===== src/rtl/cftrk_pkg.sv =====
// ----------------------------------------------------------------------------
// cftrk_pkg
// Shared types and constants of the credit flow control tracker.
// ----------------------------------------------------------------------------
package cftrk_pkg;

  localparam int unsigned TIME_W = 48;
  localparam int unsigned LAT_W  = 16;
  localparam int unsigned NEED_W = 10;
  localparam int unsigned CRED_W = 8;
  localparam int unsigned CNT_W  = 8;

  localparam logic [TIME_W-1:0] TIME_MAX        = {TIME_W{1'b1}};
  localparam logic [CRED_W-1:0] MAX_CREDITS_RST = 8'd12;

  typedef struct packed {
    logic [TIME_W-1:0] current_time;
    logic [LAT_W-1:0]  credit_latency;
    logic [NEED_W-1:0] credits_needed;
  } req_t;

  typedef struct packed {
    logic [TIME_W-1:0] queue_delay;
    logic [CRED_W-1:0] credits_left;
    logic [CNT_W-1:0]  entries_in_flight;
  } rsp_t;

  // One in-flight batch
  typedef struct packed {
    logic [TIME_W-1:0] done_time;
    logic [CRED_W-1:0] credits;
  } entry_t;

  typedef enum logic [3:0] {
    ST_IDLE,
    ST_RWAIT,
    ST_RCHK,
    ST_BATCH,
    ST_HWAIT,
    ST_WAIT,
    ST_ACC,
    ST_CHARGE,
    ST_FIN
  } state_e;

  typedef struct packed {
    logic load;
    logic pop;
    logic wait_calc;
    logic acc;
    logic refill;
    logic charge;
    logic out_load;
  } ctrl_cmd_t;

  typedef struct packed {
    logic cnt_zero;
    logic head_due;
    logic short_credits;
    logic rem_zero;
    logic use_zero;
  } dp_stat_t;

endpackage


===== src/rtl/cftrk_ctrl.sv =====
// ----------------------------------------------------------------------------
// cftrk_ctrl
// Sequencer: return due batches, split the request, stall on the head,
// charge and push, then hand the result to the output register.
// ----------------------------------------------------------------------------
module cftrk_ctrl
  import cftrk_pkg::*;
(
  input  logic      clk_i,
  input  logic      rst_ni,
  input  logic      req_valid_i,
  output logic      req_ready_o,
  input  logic      rsp_ready_i,
  output logic      rsp_valid_o,
  input  dp_stat_t  stat_i,
  output ctrl_cmd_t cmd_o
);

  state_e state_q, state_d;
  logic   valid_q, valid_d;
  logic   can_load;

  assign can_load = !valid_q || rsp_ready_i;

  always_comb begin
    state_d = state_q;
    unique case (state_q)
      ST_IDLE:   if (req_valid_i) state_d = ST_RWAIT;
      ST_RWAIT:  state_d = ST_RCHK;
      ST_RCHK: begin
        if (!stat_i.cnt_zero && stat_i.head_due) state_d = ST_RWAIT;
        else                                     state_d = ST_BATCH;
      end
      ST_BATCH: begin
        if (stat_i.rem_zero)           state_d = ST_FIN;
        else if (!stat_i.short_credits) state_d = ST_CHARGE;
        else if (!stat_i.cnt_zero)     state_d = ST_HWAIT;
        else                           state_d = ST_CHARGE;
      end
      ST_HWAIT:  state_d = ST_WAIT;
      ST_WAIT:   state_d = ST_ACC;
      ST_ACC:    state_d = ST_RCHK;
      ST_CHARGE: state_d = stat_i.use_zero ? ST_FIN : ST_BATCH;
      ST_FIN:    if (can_load) state_d = ST_IDLE;
      default:   state_d = ST_IDLE;
    endcase
  end

  always_comb begin
    cmd_o       = '0;
    req_ready_o = 1'b0;
    unique case (state_q)
      ST_IDLE: begin
        req_ready_o = 1'b1;
        cmd_o.load  = req_valid_i;
      end
      ST_RCHK:   cmd_o.pop = !stat_i.cnt_zero && stat_i.head_due;
      ST_BATCH: begin
        cmd_o.refill = !stat_i.rem_zero && stat_i.short_credits && stat_i.cnt_zero;
      end
      ST_WAIT:   cmd_o.wait_calc = 1'b1;
      ST_ACC:    cmd_o.acc = 1'b1;
      ST_CHARGE: cmd_o.charge = 1'b1;
      ST_FIN:    cmd_o.out_load = can_load;
      default: begin
        cmd_o       = '0;
        req_ready_o = 1'b0;
      end
    endcase
  end

  always_comb begin
    valid_d = valid_q;
    if (cmd_o.out_load)   valid_d = 1'b1;
    else if (rsp_ready_i) valid_d = 1'b0;
  end

  assign rsp_valid_o = valid_q;

  always_ff @(posedge clk_i or negedge rst_ni) begin
    if (!rst_ni) begin
      state_q <= ST_IDLE;
      valid_q <= 1'b0;
    end else begin
      state_q <= state_d;
      valid_q <= valid_d;
    end
  end

endmodule


===== config.mk =====
export PLATFORM = sky130hd
export DESIGN_NAME = cftrk_ctrl
export DESIGN_NICKNAME = d
export VERILOG_FILES = /design/src/rtl/cftrk_pkg.sv /design/src/rtl/cftrk_ctrl.sv
export SDC_FILE = /design/constraint.sdc
export NUM_CORES = 1
export LEC_CHECK = 0
export BUFFER_PORTS_ARGS = -buffer_cell sky130_fd_sc_hd__buf_2
export CAP_MARGIN = 20
export CORE_AREA = 2 2 39 41
export CTS_BUF_LIST = sky130_fd_sc_hd__clkbuf_4
export DETAILED_ROUTE_END_ITERATION = 10
export DIE_AREA = 0 0 41 43
export PLACE_DENSITY = 0.66
export SLEW_MARGIN = 20
export SYNTH_ARGS = -nofsm -noshare
export SYNTH_HDL_FRONTEND = slang
export SYNTH_SLANG_ARGS = --single-unit

===== constraint.sdc =====
create_clock -name clk_i -period 2.43 [get_ports clk_i]
set_input_delay 0.1215 -clock clk_i [delete_from_list [all_inputs] [get_ports clk_i]]
set_output_delay 0.1215 -clock clk_i [all_outputs]
set_load 0.02 [all_outputs]

Word-level counts from Yosys, hierarchy flattened
Index checks and enable logic that the tools add are counted.
Operators by class
  magnitude comparators: 0
  bitwise operators: 0
  $add $sub $neg: 0
  shift-type cells: 0
  divide/modulo/power cells: 0
  mux-type cells: 18
  multipliers: 0
  reductions and logical operators: 11
  eq/ne operators: 10
Operator list (number)
  $pmux 4 s8: 1
  $eq 4x3->1 const B: 4
  $mux 4: 4
  $mux 1: 10
  $eq 4x2->1 const B: 2
  $mux 2: 3
  $eq 4x1->1 const B: 1
  $eq 4x4->1 const B: 1
  $logic_not 4->1: 1
  $ne 2x2->1 const B: 2
  $logic_and 1x1->1: 3
  $logic_not 1->1: 3
  $reduce_and 2->1: 1
  $reduce_bool 2->1: 1
  $reduce_or 2->1: 1
  $logic_or 1x1->1: 1
Storage, ports and cells
  logic and storage cells: 41
  memories: 0
  latch bits: 0
  bits in writable memories: 0
  bits in read-only memories: 0
  bits of input ports: 9
  register bits after elaboration: 5

Depth between registers and ports, before layout
Gate-level depths: netlist (run 1).
  depth after elaboration: 4
  depth in mapped cells: 4
  mapped depth without buffers: 3

Least setup slack after synthesis (run 1)
Ideal clock, no wire load.
  path kind: register to output
  from: reg state_q[3]
  to: out cmd_o[5] in the netlist's numbering
  buffers on the path: 1
  required time: 2.309 ns
  data arrival time: 1.419 ns
  cell stages (with the launch flop): 4
  setup slack: 0.889 ns
  cell sequence: dfrtp_1 buf_6 or2_2 nor4_1
RTL lines
  start, declared: RTL line cftrk_ctrl.sv:19  | state_e state_q, state_d;
  start signal, assigned: RTL line cftrk_ctrl.sv:85  | state_q <= state_d;
  end, declared: RTL line cftrk_ctrl.sv:16  | output ctrl_cmd_t cmd_o

==> flow_summary.yaml, run 1 <==
run_status:
  outcome: "complete, no violations"
global_route:
  grt_first_pass_wirelength_um: 1320
  grt_util_met2_pct: 13.8
  grt_overflow_total: 0
  via_count_of_the_first_global_routing_pass: 306
  grt_antenna_before_repair: 0
  grt_start_max_net_pins: 11
  grt.total_usage_pct: 11.3
  groute.layer.met3.usage_pct: 7.85
  grtUsageMet1_pct: 16.3
  global_route.peak_usage_layer: "met1"
worst_setup_path:
  crit_arrival_ns: 1.48
  worst_path_dominant_cell_family: "simple AND/OR/NAND/NOR gates"
  crit_path_max_incr_delay_ns: 0.47
  cp_data_required_time_ns: 2.31
  setup.worst_path.start_class: "flip-flop"
  path_max_fanout: 9
  worst-r2r-cell-count: 3
  critical_path_class: "flip-flop to output port"
  critical_path_cell_count: 3
  rr_startpoint: "state_q[2]"
  path_cells: "nor3_1, and3_1, buf_2"
  critical_path.slowest_cell: "sky130_fd_sc_hd__dfrtp_1"
  cp_endpoint_kind: "output port"
  crit-reg2reg-capture: "state_q[0]"
  rrSetupSlack_ns: 1.05
  critPathBufInv: 1
drt:
  drt.antenna.violating_nets: 0
  drt_pass1_iterations: 4
  dr_wl_cell_um: 10.4
  wirelength_um: 799
  routed-via-count: 378
  avgViaCountPerCell: 4.91
  first_iter_violations: 5
  drt_drc: 0
layout:
  area_growth_pct: 27.5
  ratio_of_cells_with_drive_above_1_in_the_final_layout_pct: 39.3
  final_area_um2: 488
  layout.cells.non_filler: 77
  nNetsFinal: 71
  seq_area_um2: 125
  ant_diodes: 0
  fillerInstances: 154
  multiInputGateArea_um2: 206
  layout_common_cells: "sky130_fd_sc_hd__buf_2 (17), sky130_fd_sc_hd__dfrtp_1 (5), sky130_fd_sc_hd__nand2_1 (4), sky130_fd_sc_hd__clkbuf_4 (4)"
  mostFrequentLayoutCell: "sky130_fd_sc_hd__buf_2"
  finish.utilization_pct: 35.3
flow_run:
  max_cap_viol_count: 0
clocking:
  hold_buffers: 1
  post-cts-setup-buffers: 0
  htree_levels: 1
  worst_skew_pair.late_latency_ns: 0.24
  clk_pin_slew_worst_paths_ns: 0.04
  numClockSinks: 5
  cts_inserted_buffers: 3
  ctsRootBufferMaster: "sky130_fd_sc_hd__clkbuf_4"
  cts-root-to-sink-buffers: 2
  cts_tree: "yes"
  cts_resized: 0
sta:
  fin_worst_hold_slack_ns: 0.166
  post-route-min-period_ns: 1.60
  fmax_ghz: 0.624
  layout_setup_ws_ns: 0.826
  hold_violations: 0
  ratio_of_final_minimum_period_to_clock_period_pct: 66.0
  max_slew_margin_pct: 73.0
  rsz0062_at_grt: "false"
  setup_viol_count_final: 0
  finalMaxSlewViolations: 0
  max_slew.worst_pin.slew_ns: 0.401
  skew_ns: 0.00393
  setup_total_negative_slack_ns: 0
place:
  pre_cts_slack_ns: 1.06
  dpl.cell_count: 72
  gp_congestion: 0.806
  post_dp_cell_area_um2: 448
  detailedPlacementHpwl_um: 623
  io_buffers: 17
logic_synthesis:
  synth_nets: 53
  synth_edf_count: 0
  synthFlopType: "sky130_fd_sc_hd__dfrtp_1"
  warnings_synthesis: 0
  synth_area_per_cell_um2: 8.70
  syn_inst: 44
  ys_seq_elements: 5
  synth.cell_area_um2: 383
  synth.yosys.seq_area_share_pct: 32.7
  netlist-cell-type-count: 26
  async_set_or_reset_register_ratio_after_synthesis_pct: 100
pwr:
  vdd_ir_drop_max_mv: 0.644
  power_leakage_nw: 0.254
  power_per_cell_area_nw_per_um2: 1120
  totalPowerFinal_uw: 549
floorplanning:
  rows: 14
  core_area_um2: 1380
  fp.dieH_um: 43
  design.die.area_um2: 1760
  start_util_pct: 27.7
  num_io_pins: 18
  dieWidth_um: 41
worst_hold_path:
  hp-start: "req_valid_i"
  worst_hold_path_type: "input port to flip-flop"
  min_delay_worst_endpoint: "state_q[0]"
  hold-path-cell-count: 3
==> final cells by class <==
| type | instances | share of cell area (%) |
|---|---|---|
| clock buffer | 4 | 6.15 |
| multi-input combinational | 31 | 42.3 |
| sequential | 5 | 25.6 |
| tap | 16 | 4.10 |
| inverter | 3 | 2.31 |
| timing repair buffer | 18 | 19.5 |
==> worst min-delay path, stage by stage <==
cell and delay, ns:
sky130_fd_sc_hd__buf_2 0.09, sky130_fd_sc_hd__inv_1 0.08, sky130_fd_sc_hd__a221oi_2 0.06
==> Yosys cell counts, types with 2 or more instances <==
cell type	instances	area share, %
sky130_fd_sc_hd__buf_2	2	2.6
sky130_fd_sc_hd__buf_6	2	5.9
sky130_fd_sc_hd__dfrtp_1	5	33
sky130_fd_sc_hd__inv_1	3	2.9
sky130_fd_sc_hd__nand2_1	4	3.9
sky130_fd_sc_hd__nand2b_1	3	4.9
sky130_fd_sc_hd__nor2_1	2	2.0
sky130_fd_sc_hd__nor3_1	3	3.9
sky130_fd_sc_hd__nor4_1	2	3.3
sky130_fd_sc_hd__or2b_1	2	3.9
==> worst max-delay path by stage <==
stage,from,end,slack (ns)
3_3_place_gp,state_q[0],cmd_o[0],1.08
5_1_grt,state_q[1],cmd_o[0],0.73
3_5_place_dp,state_q[2],state_q[0],1.06
2_1_floorplan,state_q[3],cmd_o[5],0.89
6_report,state_q[0],cmd_o[0],0.83
4_1_cts,state_q[0],cmd_o[0],0.82
==> power breakdown <==
part           switching (mW)  internal (mW)  leakage (nW)
Combinational           0.136          0.123         0.171
Sequential             0.0696          0.116        0.0649
Clock                  0.0316         0.0731        0.0184
Total                   0.237          0.312         0.254
==> routing by layer <==
metal / vias up / part of all wire (%)
met2: 9 / 48
met4: 0 / 0
met3: 0 / 5.0
li1: 190 / -
met1: 179 / 47
met5: - / 0
==> cells by family after synthesis <==
kind of cell | Yosys count | synth area share, %
DFF | 5 | 32.7
and+or+nand+nor | 23 | 35.6
AOI/OAI and AO/OA | 7 | 15.7
buffers and inverters | 8 | 13.4
muxes | 1 | 2.61
==> registers in the layout, indices dropped and copies added, names as in the netlist <==
name and count:
rsp_valid_o 1, state_q 4
Note: power is estimated with default switching activity, not from simulation.
==> inputs of run 2 (changes only) <==
==> constraint.sdc (replaced) <==
create_clock -name clk_i -period 1.55 [get_ports clk_i]
set_input_delay 0.0775 -clock clk_i [delete_from_list [all_inputs] [get_ports clk_i]]
set_output_delay 0.0775 -clock clk_i [all_outputs]
set_load 0.02 [all_outputs]
==> run 2 against run 1 <==
  * Routed wire length up 9.3%
  * Hold slack got worse by 0.046 ns
  * Sequential share of layout area decreased by 0.76 points
  * Setup slack worse by 0.77 ns
  * Critical path depth stayed put
  * Highest routed layer unchanged
  * Via count fell by 4.5%
==> flow_summary.yaml, run 2 (synthesis gave the netlist of run 1 again) <==
drt:
  routed-via-count: 361
  dr_wl_cell_um: 11.2
  first_iter_violations: 7
  drt_pass1_iterations: 4
  avgViaCountPerCell: 4.63
  drt_drc: 0
  drt.antenna.violating_nets: 0
  wirelength_um: 873
clocking:
  htree_levels: 1
  cts_inserted_buffers: 3
  worst_skew_pair.late_latency_ns: 0.24
  cts_tree: "yes"
  cts-root-to-sink-buffers: 2
  post-cts-setup-buffers: 0
  ctsRootBufferMaster: "sky130_fd_sc_hd__clkbuf_4"
  numClockSinks: 5
  clk_pin_slew_worst_paths_ns: 0.04
sta:
  post-route-min-period_ns: 1.49
  hold_violations: 0
  setup_total_negative_slack_ns: 0
  max_slew.worst_pin.slew_ns: 0.295
  setup_viol_count_final: 0
  rsz0062_at_grt: "false"
  max_slew_margin_pct: 80.3
  ratio_of_final_minimum_period_to_clock_period_pct: 96.3
  layout_setup_ws_ns: 0.0574
  skew_ns: 0.00531
  finalMaxSlewViolations: 0
  fmax_ghz: 0.670
worst_setup_path:
  setup.worst_path.start_class: "flip-flop"
  rr_startpoint: "state_q[2]"
  critPathLaunch: "state_q[3]"
  crit_path_end: "cmd_o[5]"
  cp_endpoint_kind: "output port"
  crit_arrival_ns: 1.42
  cp_data_required_time_ns: 1.47
  critical_path_class: "flip-flop to output port"
  rrSetupSlack_ns: 0.20
  crit-reg2reg-capture: "state_q[0]"
  path_max_fanout: 7
  worst-r2r-cell-count: 3
place:
  io_buffers: 17
  post_dp_cell_area_um2: 455
  dpl.cell_count: 73
  pre_cts_slack_ns: 0.188
  gp_congestion: 0.832
run_status:
  outcome: "complete, no violations"
worst_hold_path:
  worst_hold_path_type: "input port to flip-flop"
global_route:
  grt_start_max_net_pins: 11
  grt_antenna_before_repair: 0
  via_count_of_the_first_global_routing_pass: 291
  grt_first_pass_wirelength_um: 1180
  grt_util_met2_pct: 13.4
  groute.layer.met3.usage_pct: 6.28
  global_route.peak_usage_layer: "met1"
  grtUsageMet1_pct: 13.5
  grt.total_usage_pct: 10.0
  grt_overflow_total: 0
floorplanning:
  rows: 14
  dieWidth_um: 41
  fp.dieH_um: 43
  start_util_pct: 27.7
  core_area_um2: 1380
  num_io_pins: 18
  design.die.area_um2: 1760
layout:
  layout_common_cells: "sky130_fd_sc_hd__buf_2 (17), sky130_fd_sc_hd__nand2_1 (4), sky130_fd_sc_hd__clkbuf_4 (4), sky130_fd_sc_hd__dfrtp_1 (4)"
  area_growth_pct: 32.7
  finish.utilization_pct: 36.7
  largest_register_ff_count: 4
  nNetsFinal: 72
  final_area_um2: 508
  layout.cells.non_filler: 78
  mostFrequentLayoutCell: "sky130_fd_sc_hd__buf_2"
  top_register: "state_q"
  ratio_of_cells_with_drive_above_1_in_the_final_layout_pct: 45.2
  ant_diodes: 0
pwr:
  vdd_ir_drop_max_mv: 0.841
  power_per_cell_area_nw_per_um2: 1760
  power_leakage_nw: 0.259
flow_run:
  max_cap_viol_count: 0
==> run 2: worst min-delay path by stage <==
stage                      from           to  slack (ns)  cells after the start
finish              req_valid_i   state_q[0]        0.12                      3
CTS                 req_valid_i   state_q[0]        0.12                      3
global route        req_valid_i   state_q[0]        0.13                      3
detailed placement       rst_ni   state_q[0]       -0.10                      1
floorplan                rst_ni  rsp_valid_o       -0.22                      0
global placement         rst_ni   state_q[1]       -0.10                      1
==> run 2: final cells by class <==
cell class / count / area [um^2]
Timing Repair Buffer: 19 / 103
Multi-Input combinational cell: 31 / 218
Clock buffer: 4 / 30.0
Fill cell: 150 / 876
Tap cell: 16 / 20.0
Sequential cell: 5 / 126
Inverter: 3 / 11.3
==> run 2: metal layers <==
metal / wire length, um / vias to the layer above
met5: 0 / -
met2: 414 / 8
met3: 53 / 0
li1: - / 190
met4: 0 / 0
met1: 405 / 163
==> run 2: worst max-delay path, cell delays in order, from the launching register on <==
cell	delay, ns
sky130_fd_sc_hd__dfrtp_1	0.44
sky130_fd_sc_hd__or2_2	0.36
sky130_fd_sc_hd__nor4_2	0.16
sky130_fd_sc_hd__buf_2	0.21
==> run 2: power breakdown <==
group | switching, mW | internal, mW
clock network | 0.0520 | 0.115
logic | 0.229 | 0.206
registers | 0.109 | 0.184
==> run 2: metrics by stage <==
step	hold WS [ns]	total power, mW
floorplan	-0.218	0.635
global placement	-0.103	0.697
detailed placement	-0.103	0.698
CTS	0.117	0.883
global route	0.132	0.949
finish	0.120	0.895
==> run 2: repair_timing <==
item | CTS | global route
endpoints found under the hold margin | 5 | 0
resized for setup | 1 | 2
endpoints found under the setup margin | 1 | 2
hold buffers | 1 | 0
